$ cat src/rtl/ctrq_pkg.sv
// Shared types, codes and constants for the credit-throttled request queue.
`timescale 1ns / 1ps

package ctrq_pkg;

    localparam int QUEUE_DEPTH_DEF = 16;

    localparam int FUNC_W     = 2;
    localparam int ID_W       = 4;
    localparam int TICKS_W    = 16;
    localparam int MASK_W     = 16;
    localparam int NODE_W     = 8;
    localparam int STATUS_W   = 3;
    localparam int QCOUNT_W   = 5;
    localparam int BUDGET_W   = 16;
    localparam int DECAY_W    = 10;
    localparam int PROD_W     = TICKS_W + DECAY_W;
    localparam int COST_W     = 8;
    localparam int BAND_W     = 5;
    localparam int CFG_IDX_W  = 1;
    localparam int CFG_DATA_W = 16;

    localparam logic [BUDGET_W-1:0] BUSY_THRESHOLD_RST = BUDGET_W'(17);
    localparam logic [DECAY_W-1:0]  DECAY_PER_TICK_RST = DECAY_W'(250);
    localparam logic [BUDGET_W-1:0] BUDGET_MAX         = '1;

    localparam logic [CFG_IDX_W-1:0] CFG_BUSY_THRESHOLD = 1'b0;
    localparam logic [CFG_IDX_W-1:0] CFG_DECAY_PER_TICK = 1'b1;

    localparam logic [FUNC_W-1:0] FUNC_REQUEST = 2'd0;
    localparam logic [FUNC_W-1:0] FUNC_TICK    = 2'd1;
    localparam logic [FUNC_W-1:0] FUNC_CHARGE  = 2'd2;

    localparam logic [STATUS_W-1:0] ST_GRANTED   = 3'd0;
    localparam logic [STATUS_W-1:0] ST_QUEUED    = 3'd1;
    localparam logic [STATUS_W-1:0] ST_DUPLICATE = 3'd2;
    localparam logic [STATUS_W-1:0] ST_FULL      = 3'd3;
    localparam logic [STATUS_W-1:0] ST_NO_GRANT  = 3'd4;
    localparam logic [STATUS_W-1:0] ST_CHARGED   = 3'd5;

    localparam int NUM_BANDS = 17;
    localparam int BAND_STEP = 10;

    localparam logic [COST_W-1:0] CHARGE_COST [NUM_BANDS] = '{
        8'd2, 8'd4, 8'd8, 8'd13, 8'd19, 8'd26, 8'd34, 8'd43, 8'd53,
        8'd64, 8'd76, 8'd89, 8'd103, 8'd118, 8'd134, 8'd151, 8'd169
    };

    typedef struct packed {
        logic [FUNC_W-1:0]  func;
        logic [ID_W-1:0]    requester_id;
        logic [TICKS_W-1:0] elapsed_ticks;
        logic [MASK_W-1:0]  live_mask;
        logic [NODE_W-1:0]  node_count;
    } t_cmd;

    typedef struct packed {
        logic                grant_valid;
        logic [ID_W-1:0]     grant_id;
        logic [STATUS_W-1:0] status;
        logic [QCOUNT_W-1:0] queue_count;
        logic [BUDGET_W-1:0] budget_level;
    } t_result;

    typedef struct packed {
        logic load_product;
        logic apply_decay;
        logic apply_charge;
    } t_budget_ctl;

    typedef enum logic [3:0] {
        S_IDLE,
        S_REQ,
        S_SCAN_RD,
        S_SCAN_CMP,
        S_TICK_MUL,
        S_TICK_SUB,
        S_TICK_CHK,
        S_TICK_CMP,
        S_CHARGE,
        S_DONE
    } t_state;

    // Band is (nodes - 1) / 10 above ten nodes, capped at the last band.
    function automatic logic [COST_W-1:0] charge_cost(input logic [NODE_W-1:0] nodes);
        logic [BAND_W-1:0] band;
        band = '0;
        for (int k = 1; k < NUM_BANDS; k++) begin
            if (nodes >= NODE_W'(BAND_STEP * k + 1)) begin
                band = BAND_W'(k);
            end
        end
        return CHARGE_COST[band];
    endfunction

endpackage

$ cat src/rtl/credit_throttled_request_queue.sv
// Top level: sequencer for requests, ticks and charges over the ring and budget unit.
// A request decides a grant or full drop in S_REQ, else scans waiting ids and appends it
// if new; a charge runs S_CHARGE; a tick decays the budget, then pops heads while it is
// low and the queue not empty, dropping dead ones and granting a live one. One item at a
// time; busy stays high until the result cycle, when the next transaction may be accepted.
// Reset: synchronous active low; empties the queue, zeroes the budget and restores
// busy_threshold 17 and decay_per_tick 250. Results are never stalled by the receiver.
`timescale 1ns / 1ps

module credit_throttled_request_queue
    import ctrq_pkg::*;
#(
    parameter int QUEUE_DEPTH = QUEUE_DEPTH_DEF
) (
    input  logic                  i_clk,
    input  logic                  i_rst_n,
    input  logic                  i_cfg_wr_en,
    input  logic [CFG_IDX_W-1:0]  i_cfg_index,
    input  logic [CFG_DATA_W-1:0] i_cfg_data,
    input  logic                  start,
    input  t_cmd                  i_cmd,
    output logic                  busy,
    output logic                  o_done,
    output t_result               o_result
);

    localparam int IDX_W = $clog2(QUEUE_DEPTH);
    localparam int CNT_W = $clog2(QUEUE_DEPTH + 1);
    localparam logic [IDX_W-1:0] LAST_IDX = IDX_W'(QUEUE_DEPTH - 1);
    localparam logic [CNT_W-1:0] FULL_CNT = CNT_W'(QUEUE_DEPTH);

    t_state r_state, n_state;

    t_cmd                r_cmd, n_cmd;
    logic [IDX_W-1:0]    r_head, n_head;
    logic [IDX_W-1:0]    r_pos, n_pos;
    logic [CNT_W-1:0]    r_count, n_count;
    logic [CNT_W-1:0]    r_idx, n_idx;
    logic                r_gvalid, n_gvalid;
    logic [ID_W-1:0]     r_gid, n_gid;
    logic [STATUS_W-1:0] r_status, n_status;
    t_result             r_result, n_result;
    logic                r_done, n_done;

    logic [BUDGET_W-1:0] r_busy_threshold;
    logic [DECAY_W-1:0]  r_decay_per_tick;

    t_budget_ctl         budget_ctl;
    logic [BUDGET_W-1:0] budget;
    logic                budget_low;

    logic                ring_wr_en;
    logic                ring_rd_en;
    logic [IDX_W-1:0]    ring_rd_addr;
    logic [ID_W-1:0]     ring_rd_data;

    logic                accept;

    assign accept = start && (r_state == S_IDLE);

    function automatic logic [IDX_W-1:0] ring_next(input logic [IDX_W-1:0] idx);
        return (idx == LAST_IDX) ? '0 : idx + 1'b1;
    endfunction

    ctrq_ring #(
        .DEPTH(QUEUE_DEPTH)
    ) u_ring (
        .i_clk     (i_clk),
        .i_wr_en   (ring_wr_en),
        .i_wr_addr (r_pos),
        .i_wr_data (r_cmd.requester_id),
        .i_rd_en   (ring_rd_en),
        .i_rd_addr (ring_rd_addr),
        .o_rd_data (ring_rd_data)
    );

    ctrq_budget u_budget (
        .i_clk            (i_clk),
        .i_rst_n          (i_rst_n),
        .i_ctl            (budget_ctl),
        .i_elapsed_ticks  (r_cmd.elapsed_ticks),
        .i_decay_per_tick (r_decay_per_tick),
        .i_node_count     (r_cmd.node_count),
        .i_busy_threshold (r_busy_threshold),
        .o_budget         (budget),
        .o_low            (budget_low)
    );

    // next state
    always_comb begin
        n_state = r_state;
        case (r_state)
            S_IDLE: begin
                if (start) begin
                    case (i_cmd.func)
                        FUNC_REQUEST: n_state = S_REQ;
                        FUNC_TICK:    n_state = S_TICK_MUL;
                        FUNC_CHARGE:  n_state = S_CHARGE;
                        default:      n_state = S_DONE;
                    endcase
                end
            end
            S_REQ: begin
                if ((budget_low && r_count == '0) || r_count >= FULL_CNT) begin
                    n_state = S_DONE;
                end else begin
                    n_state = S_SCAN_RD;
                end
            end
            S_SCAN_RD:  n_state = (r_idx == r_count) ? S_DONE : S_SCAN_CMP;
            S_SCAN_CMP: n_state = (ring_rd_data == r_cmd.requester_id) ? S_DONE : S_SCAN_RD;
            S_TICK_MUL: n_state = S_TICK_SUB;
            S_TICK_SUB: n_state = S_TICK_CHK;
            S_TICK_CHK: n_state = (budget_low && r_count != '0) ? S_TICK_CMP : S_DONE;
            S_TICK_CMP: n_state = r_cmd.live_mask[ring_rd_data] ? S_DONE : S_TICK_CHK;
            S_CHARGE:   n_state = S_DONE;
            S_DONE:     n_state = S_IDLE;
            default:    n_state = S_IDLE;
        endcase
    end

    // datapath and control
    always_comb begin
        n_cmd        = r_cmd;
        n_head       = r_head;
        n_pos        = r_pos;
        n_count      = r_count;
        n_idx        = r_idx;
        n_gvalid     = r_gvalid;
        n_gid        = r_gid;
        n_status     = r_status;
        n_result     = r_result;
        n_done       = 1'b0;
        budget_ctl   = '0;
        ring_wr_en   = 1'b0;
        ring_rd_en   = 1'b0;
        ring_rd_addr = r_pos;
        case (r_state)
            S_IDLE: begin
                if (start) begin
                    n_cmd    = i_cmd;
                    n_gvalid = 1'b0;
                    n_gid    = '0;
                    n_status = ST_NO_GRANT;
                end
            end
            S_REQ: begin
                n_pos = r_head;
                n_idx = '0;
                if (budget_low && r_count == '0) begin
                    n_gvalid = 1'b1;
                    n_gid    = r_cmd.requester_id;
                    n_status = ST_GRANTED;
                end else if (r_count >= FULL_CNT) begin
                    n_status = ST_FULL;
                end
            end
            S_SCAN_RD: begin
                if (r_idx == r_count) begin
                    // no match: append at the tail
                    ring_wr_en = 1'b1;
                    n_count    = r_count + 1'b1;
                    n_status   = ST_QUEUED;
                end else begin
                    ring_rd_en = 1'b1;
                end
            end
            S_SCAN_CMP: begin
                if (ring_rd_data == r_cmd.requester_id) begin
                    n_status = ST_DUPLICATE;
                end else begin
                    n_pos = ring_next(r_pos);
                    n_idx = r_idx + 1'b1;
                end
            end
            S_TICK_MUL: budget_ctl.load_product = 1'b1;
            S_TICK_SUB: budget_ctl.apply_decay  = 1'b1;
            S_TICK_CHK: begin
                ring_rd_addr = r_head;
                ring_rd_en   = budget_low && r_count != '0;
            end
            S_TICK_CMP: begin
                // pop the head; grant it if still live, else drop and retry
                n_head  = ring_next(r_head);
                n_count = r_count - 1'b1;
                if (r_cmd.live_mask[ring_rd_data]) begin
                    n_gvalid = 1'b1;
                    n_gid    = ring_rd_data;
                    n_status = ST_GRANTED;
                end
            end
            S_CHARGE: begin
                budget_ctl.apply_charge = 1'b1;
                n_status                = ST_CHARGED;
            end
            S_DONE: begin
                n_result.grant_valid  = r_gvalid;
                n_result.grant_id     = r_gid;
                n_result.status       = r_status;
                n_result.queue_count  = QCOUNT_W'(r_count);
                n_result.budget_level = budget;
                n_done                = 1'b1;
            end
            default: ;
        endcase
    end

    always_ff @(posedge i_clk) begin
        if (!i_rst_n) begin
            r_state <= S_IDLE;
            r_head  <= '0;
            r_count <= '0;
            r_done  <= 1'b0;
        end else begin
            r_state <= n_state;
            r_head  <= n_head;
            r_count <= n_count;
            r_done  <= n_done;
        end
    end

    always_ff @(posedge i_clk) begin
        r_cmd    <= n_cmd;
        r_pos    <= n_pos;
        r_idx    <= n_idx;
        r_gvalid <= n_gvalid;
        r_gid    <= n_gid;
        r_status <= n_status;
        r_result <= n_result;
    end

    always_ff @(posedge i_clk) begin
        if (!i_rst_n) begin
            r_busy_threshold <= BUSY_THRESHOLD_RST;
            r_decay_per_tick <= DECAY_PER_TICK_RST;
        end else if (i_cfg_wr_en) begin
            case (i_cfg_index)
                CFG_BUSY_THRESHOLD: r_busy_threshold <= i_cfg_data[BUDGET_W-1:0];
                CFG_DECAY_PER_TICK: r_decay_per_tick <= i_cfg_data[DECAY_W-1:0];
                default: ;
            endcase
        end
    end

    assign busy     = (r_state != S_IDLE);
    assign o_done   = r_done;
    assign o_result = r_result;

    a_count_bounded: assert property (@(posedge i_clk) disable iff (!i_rst_n)
        r_count <= FULL_CNT)
        else $error("queue count exceeds depth");

    a_write_not_full: assert property (@(posedge i_clk) disable iff (!i_rst_n)
        ring_wr_en |-> (r_count < FULL_CNT))
        else $error("ring written while full");

    a_single_result: assert property (@(posedge i_clk) disable iff (!i_rst_n)
        o_done |=> !o_done)
        else $error("more than one result strobe for one transaction");

    a_accept_busy: assert property (@(posedge i_clk) disable iff (!i_rst_n)
        accept |=> busy)
        else $error("accepted transaction did not raise busy");

    a_grant_status: assert property (@(posedge i_clk) disable iff (!i_rst_n)
        (o_done && o_result.grant_valid) |-> (o_result.status == ST_GRANTED))
        else $error("grant reported with non-grant status");

endmodule

$ cat src/rtl/ctrq_ring.sv
// Ring storage for waiting requester ids: one write port, one registered read port.
`timescale 1ns / 1ps

module ctrq_ring
    import ctrq_pkg::*;
#(
    parameter int DEPTH = QUEUE_DEPTH_DEF
) (
    input  logic                     i_clk,
    input  logic                     i_wr_en,
    input  logic [$clog2(DEPTH)-1:0] i_wr_addr,
    input  logic [ID_W-1:0]          i_wr_data,
    input  logic                     i_rd_en,
    input  logic [$clog2(DEPTH)-1:0] i_rd_addr,
    output logic [ID_W-1:0]          o_rd_data
);

    logic [ID_W-1:0] r_mem [DEPTH];
    logic [ID_W-1:0] r_rd_data;

    always_ff @(posedge i_clk) begin
        if (i_wr_en) begin
            r_mem[i_wr_addr] <= i_wr_data;
        end
    end

    always_ff @(posedge i_clk) begin
        if (i_rd_en) begin
            r_rd_data <= r_mem[i_rd_addr];
        end
    end

    assign o_rd_data = r_rd_data;

endmodule

$ cat src/rtl/ctrq_budget.sv
// Credit budget register with its multiply, decay and charge arithmetic.
`timescale 1ns / 1ps

module ctrq_budget
    import ctrq_pkg::*;
(
    input  logic                i_clk,
    input  logic                i_rst_n,
    input  t_budget_ctl         i_ctl,
    input  logic [TICKS_W-1:0]  i_elapsed_ticks,
    input  logic [DECAY_W-1:0]  i_decay_per_tick,
    input  logic [NODE_W-1:0]   i_node_count,
    input  logic [BUDGET_W-1:0] i_busy_threshold,
    output logic [BUDGET_W-1:0] o_budget,
    output logic                o_low
);

    logic [BUDGET_W-1:0] r_budget;
    logic [BUDGET_W-1:0] n_budget;
    logic [PROD_W-1:0]   r_product;
    logic [BUDGET_W:0]   charge_sum;

    assign charge_sum = {1'b0, r_budget} + (BUDGET_W + 1)'(charge_cost(i_node_count));

    always_comb begin
        n_budget = r_budget;
        if (i_ctl.apply_decay) begin
            // floor at zero
            if (r_product >= PROD_W'(r_budget)) begin
                n_budget = '0;
            end else begin
                n_budget = r_budget - r_product[BUDGET_W-1:0];
            end
        end else if (i_ctl.apply_charge) begin
            n_budget = charge_sum[BUDGET_W] ? BUDGET_MAX : charge_sum[BUDGET_W-1:0];
        end
    end

    always_ff @(posedge i_clk) begin
        if (i_ctl.load_product) begin
            r_product <= PROD_W'(i_elapsed_ticks) * PROD_W'(i_decay_per_tick);
        end
    end

    always_ff @(posedge i_clk) begin
        if (!i_rst_n) begin
            r_budget <= '0;
        end else begin
            r_budget <= n_budget;
        end
    end

    assign o_budget = r_budget;
    assign o_low    = (r_budget <= i_busy_threshold);

endmodule
$ cat config.mk
export PLATFORM = sky130hd
export DESIGN_NAME = credit_throttled_request_queue
export DESIGN_NICKNAME = d
export VERILOG_FILES = /design/src/rtl/ctrq_pkg.sv /design/src/rtl/credit_throttled_request_queue.sv /design/src/rtl/ctrq_ring.sv /design/src/rtl/ctrq_budget.sv
export SDC_FILE = /design/constraint.sdc
export NUM_CORES = 1
export LEC_CHECK = 0
export BUFFER_PORTS_ARGS = -buffer_cell sky130_fd_sc_hd__buf_2
export CAP_MARGIN = 5
export CORE_ASPECT_RATIO = 2
export CORE_MARGIN = 2
export CORE_UTILIZATION = 41
export CTS_CLUSTER_DIAMETER = 60
export CTS_CLUSTER_SIZE = 28
export DETAILED_ROUTE_END_ITERATION = 6
export HOLD_SLACK_MARGIN = 0.02
export PLACE_DENSITY = 0.61
export SKIP_LAST_GASP = 1
export SYNTH_ARGS = -nofsm -noshare
export SYNTH_HDL_FRONTEND = slang
export SYNTH_HIERARCHICAL = 1
export SYNTH_SLANG_ARGS = --single-unit
$ cat constraint.sdc
create_clock -name i_clk -period 5.09 [get_ports i_clk]
set_clock_uncertainty 0.15 [all_clocks]
set_input_delay 1.018 -clock i_clk [delete_from_list [all_inputs] [get_ports i_clk]]
set_output_delay 1.018 -clock i_clk [all_outputs]
set_load 0.05 [all_outputs]
### Word level (Yosys, flattened, before mapping)

Memory sizes are Yosys's and may differ from the RTL's. A register that Yosys moved wholly into a read port is not among the register bits.
Index checks and enable logic that the tools add are counted.

* add/sub/neg operators: 7
* $lt $le $gt $ge: 21
* $mul: 1
* equality and inequality tests: 22
* bitwise logic cells: 2
* reductions and logical operators: 20
* muxes and demuxes: 66

Operator list (count)
* 4-bit 2-to-1 mux: 21
* 16-bit 2-to-1 mux: 4
* 8-bit by 7-bit >= comparator with 1-bit output, second input constant: 6
* 4-bit case mux with 9 select lines: 1
* 8-bit >= comparator, second input constant: 4
* 3-bit 2-to-1 mux: 10
* 26-bit by 16-bit >= comparator with 1-bit output: 1
* 16-bit by 10-bit multiplier with 26-bit output: 1
* 8-bit by 6-bit >= comparator with 1-bit output, second input constant: 3
* 4-bit case mux with 3 select lines: 2
* 5-bit case mux with 2 select lines: 2
* 3-bit case mux with 6 select lines: 1
* 16-bit by 8-bit adder with 17-bit output: 1
* 4-bit by 3-bit == test with 1-bit output, second input constant: 4
* 4-bit == test, second input constant: 4
* 8-bit by 5-bit >= comparator with 1-bit output, second input constant: 2
* 16-bit less-or-equal comparator: 1
* 8-bit 2-to-1 mux: 2
* 16-bit subtractor: 1
* 5-bit 2-to-1 mux: 3
* 1-bit 2-to-1 mux: 14
* 2-bit inequality test, second input constant: 6
* 5-bit by 1-bit adder with 5-bit output, second input constant: 2
* 2-bit AND reduction: 5
* 32 further kinds: 38

* bits in registers: 172
* memory bits (writable): 64
* logic and storage cells: 163
* memories: 2
* ROM bits: 256
* input port bits: 67

Memories
* (no name shown): depth 32, bits a word 8, read ports 1, clocked after Yosys merged registers in 0, wr ports 0, line ctrq_pkg.sv:93 `return CHARGE_COST[band];`
* u_ring.r_mem: depth 16, bits a word 4, read ports 1, clocked after Yosys merged registers in 1, wr ports 1, line ctrq_ring.sv:18 `logic [ID_W-1:0] r_mem [DEPTH];`

### Logic depth before layout (Yosys ltp)

* depth in word-level cells: 25
* mapped depth: 23
* mapped depth without buffers: 21

### By module

The synthesis kept the hierarchy.

Modules (own cells, without submodules)
* ctrq_budget: instances 1, cells each 1046, area an instance 8971.1 um2
* credit_throttled_request_queue: instances 1, cells each 412, area an instance 5231.3 um2
* ctrq_ring: instances 1, cells each 130, area an instance 2706.3 um2

### Worst setup path before layout

No wires, ideal clock.

* kind: register to register
* start point: register r_decay_per_tick[9]
* end point: register u_budget.r_product[24] (data pin)
* cell stages (with the launch flop): 18
* data required time: 4.760 ns
* data arrival time: 5.249 ns
* path slack: -0.489 ns
* period minus slack after synthesis: 5.579 ns
* cell sequence: dfxtp_1 clkbuf_1 nand2_1 fa_1 inv_1 fa_1 fa_1 fa_1 fa_1 ha_1 a21oi_4 inv_2 a221oi_2 a21boi_2 a31oi_4 o211a_1 or4b_1 o311ai_1

* longest elaborated chain between the ends: 1

RTL lines
* start, declared: line credit_throttled_request_queue.sv:46 `logic [DECAY_W-1:0] r_decay_per_tick;`
* start signal, assigned: line credit_throttled_request_queue.sv:239 `CFG_DECAY_PER_TICK: r_decay_per_tick <= i_cfg_data[DECAY_W-1:0];`
* 16-bit by 10-bit multiplier with 26-bit output: line ctrq_budget.sv:41 `r_product <= PROD_W'(i_elapsed_ticks) * PROD_W'(i_decay_per_tick);`
* end signal, assigned: line ctrq_budget.sv:41
* end, declared: line ctrq_budget.sv:20 `logic [PROD_W-1:0] r_product;`

No other way between the ends.
A chain may end at the register's enable or synchronous reset.

### Final worst setup path

* start point: register r_cmd[29] (netlist name)
* end point: register u_budget.r_product[25] (data pin)

* longest elaborated chain between the ends: 1

RTL lines
* start, declared: line credit_throttled_request_queue.sv:34 `t_cmd r_cmd, n_cmd;`
* start signal, assigned: line credit_throttled_request_queue.sv:223 `r_cmd <= n_cmd;`
* 16-bit by 10-bit multiplier with 26-bit output: line ctrq_budget.sv:41

No other way between the ends.

==> flow_summary.toml <==
[min_path]
hp-start = "r_status[1]"
hold_depth = 0
hp-class = "reg2reg"
worstHoldEndpoint = "o_result[22]"

[timing]
finalCriticalPeriod_ps = 5329
slew_violations = 0
setup_ws_ps = -239.0
fmax_mhz = 187.7
rsz0062_at_grt = "yes"
setup_viol_count_final = 9
slew_headroom = 0.2335
hold_violations = 0
tightestPinTransition_ps = 1147
finalCritPeriodShare = 1.047

[global_routing]
overflow = 0
antenna_found_initial = 0
grt_pass1_vias = 13270
grt.total_usage = 0.2083
grt_max_degree = 44
grt_pass1_wl_um = 69540

[floorplan]
die_y_um = 291.2
boundaryPins = 98
die_x_um = 147.6
die_area_um2 = 42980
initial_core_util = 0.4138
core_region_area_um2 = 40860
rows = 105

[clock_tree]
clkTransAtPathRegs_ps = 100
root_buffer = "clkbuf_16"
hold_buffers = 0
clock_latency_ps = 520
htree_levels = 1
cts_tree = "done"
clockBufferDepth = 3
cts_sinks = 240
numCtsBuffers = 15

[routing]
drtIter0Drc = 628
vias = 12358
viasPerCell = 5.347
post-route-drc-count = 0
first_pass_iters = 5
detail_route.wl_per_cell_um = 19.03
drt_wl_total_um = 43970
drtAntennaViolNets = 0

[final_layout]
layout_common_cells = "nand2_1 (205), edfxtp_1 (184), inv_1 (148), ha_1 (115), buf_4 (111)"
final_area_um2 = 19770
multi_input_area_um2 = 9819
antenna_cells = 0
drive_above_1_share = 0.2055
area.sequential_um2 = 6673
fillers = 3703
nets = 2075
area_growth_pct = 16.90
mostFrequentLayoutCell = "nand2_1"

[placed_design]
io_buffers = 97
dp_hpwl_um = 35270
post_dp_cell_area_um2 = 18770
place_congestion = 0.9071

[worst_setup_path]
critPathMaxFanout = 6
rr_endpoint = "u_budget/r_product[25]"
crit_arrival_ps = 5460
crit_path_end_kind = "register"
crit_required_ps = 5220
worst-setup-path-type = "reg2reg"
startpoint = "r_cmd[29]"
r2r_cells = 18
reg2reg_slack_ps = -240
critPathLaunchType = "register"
r2r_start = "r_cmd[29]"

[run_status]
violations = "setup timing"
status = "finished, violations left"

[yosys]
syn_inst = 1588
syn_area_um2 = 16910
avgSynthCellArea_um2 = 10.65
yosysWarnings = 6
syn-num-nets = 1896
yosysUniqueCellTypes = 86
ys.flop_type = "edfxtp_1"
synth-edff-count = 184
ys_ff_latch = 240
synth_async_sr_flop_share = 0
yosysSeqAreaShare = 0.3931

[job]
maxCapViolations = 0
==> cells by family (layout without fill, tap and decap cells) <==
family,count (synthesis),after routing,synth area share
simple gates,512,512,0.1458
compound gates,285,285,0.1133
fa+ha+maj,242,242,0.2291
flops,240,240,0.3931
buf+inv,219,407,0.05113
xor+xnor,55,55,0.02849
mux,35,35,0.03914
==> synth_stat cells (9+ instances only) <==
cell type / count / area [um^2]
nand2_1: 208 / 780.8
edfxtp_1: 184 / 5525
inv_1: 154 / 578.1
ha_1: 128 / 1602
fa_1: 113 / 2262
and2_1: 79 / 494.2
a21oi_1: 71 / 355.3
nor2_1: 71 / 266.5
dfxtp_1: 56 / 1121
o21ai_0: 56 / 280.3
clkbuf_1: 51 / 191.4
nand3_1: 43 / 215.2
xnor2_1: 30 / 262.8
nor3_1: 25 / 125.1
xor2_1: 25 / 219.0
nand2b_1: 23 / 143.9
a21o_1: 22 / 165.2
a21boi_0: 16 / 120.1
nor2b_1: 16 / 100.1
a211oi_1: 15 / 112.6
mux4_1: 14 / 367.9
o21a_1: 11 / 82.58
o21bai_1: 11 / 82.58
and3_1: 10 / 62.56
a21boi_1: 9 / 67.56
a31oi_1: 9 / 56.30
==> final cells by class <==
cell class	instances	share of cell area
clock buffers	16	0.01918
inverters	156	0.02962
flip-flops and latches	240	0.3376
multi-input cells	1129	0.4968
clock inverters	10	0.006203
repair buffers	225	0.07678
well taps	535	0.03386
==> through the flow <==
step | TNS (ps) | instances | hold slack [ps] | util | setup WS, ps
after floorplan | -3.449 | 1588 | 250.3 | - | -3.449
after global placement | -1984 | 2257 | 252.4 | 0.4593 | -323.6
after detailed placement | -2489 | 2257 | 264.7 | 0.4593 | -372.1
after CTS | -857.1 | 2310 | 289.5 | 0.4812 | -253.3
after global routing | -3281 | 2311 | 291.8 | 0.4838 | -431.5
final | -1059 | 2311 | 287.0 | 0.4838 | -239.0
==> how the worst max path moves through the flow <==
| stage | end |
|---|---|
| final | u_budget/r_product[25] |
| after global routing | u_budget/r_product[24] |
| after CTS | u_budget/r_product[24] |
| after detailed placement | u_budget/r_product[25] |
| after global placement | u_budget/r_product[25] |
| after floorplan | u_budget/r_product[24] |
==> repair_timing <==
item	in CTS	in global routing
buffers inserted	27	5
hold endpoints to repair	0	0
pin swaps	42	26
endpoints found under the setup margin	11	16
gates resized for setup	51	26
==> critical path, stage by stage (launching register included) <==
cell and delay, ps:
edfxtp_1 490, buf_6 150, nand2_1 70, fa_1 490, fa_1 490, inv_1 60
fa_2 600, fa_1 450, fa_1 490, ha_2 330, inv_2 50, a211oi_4 280
a2111oi_4 110, buf_4 170, o41ai_4 250, nand3_2 130, o21bai_2 140, a21oi_2 70
xnor2_1 120
==> layer usage <==
| metal | share of wire | global-route usage |
|---|---|---|
| met3 | 0.028 | 0.01677 |
| met1 | 0.32 | 0.1866 |
| met2 | 0.59 | 0.4373 |
| met4 | 0.062 | 0.1130 |
| met5 | 0 | 0 |
==> sequential cells by signal, indices dropped and copies added, names as in the netlist, 5 cells and up <==
register	count
r_decay_per_tick	10
u_budget/o_budget	16
r_idx	5
o_result	29
r_busy_threshold	16
r_cmd	44
u_ring/r_mem	64
r_count	5
u_budget/r_product	26
Power is left out: the tool's default activity adds up to more than one toggle a clock period on the data nets, which glitch-free logic cannot reach.
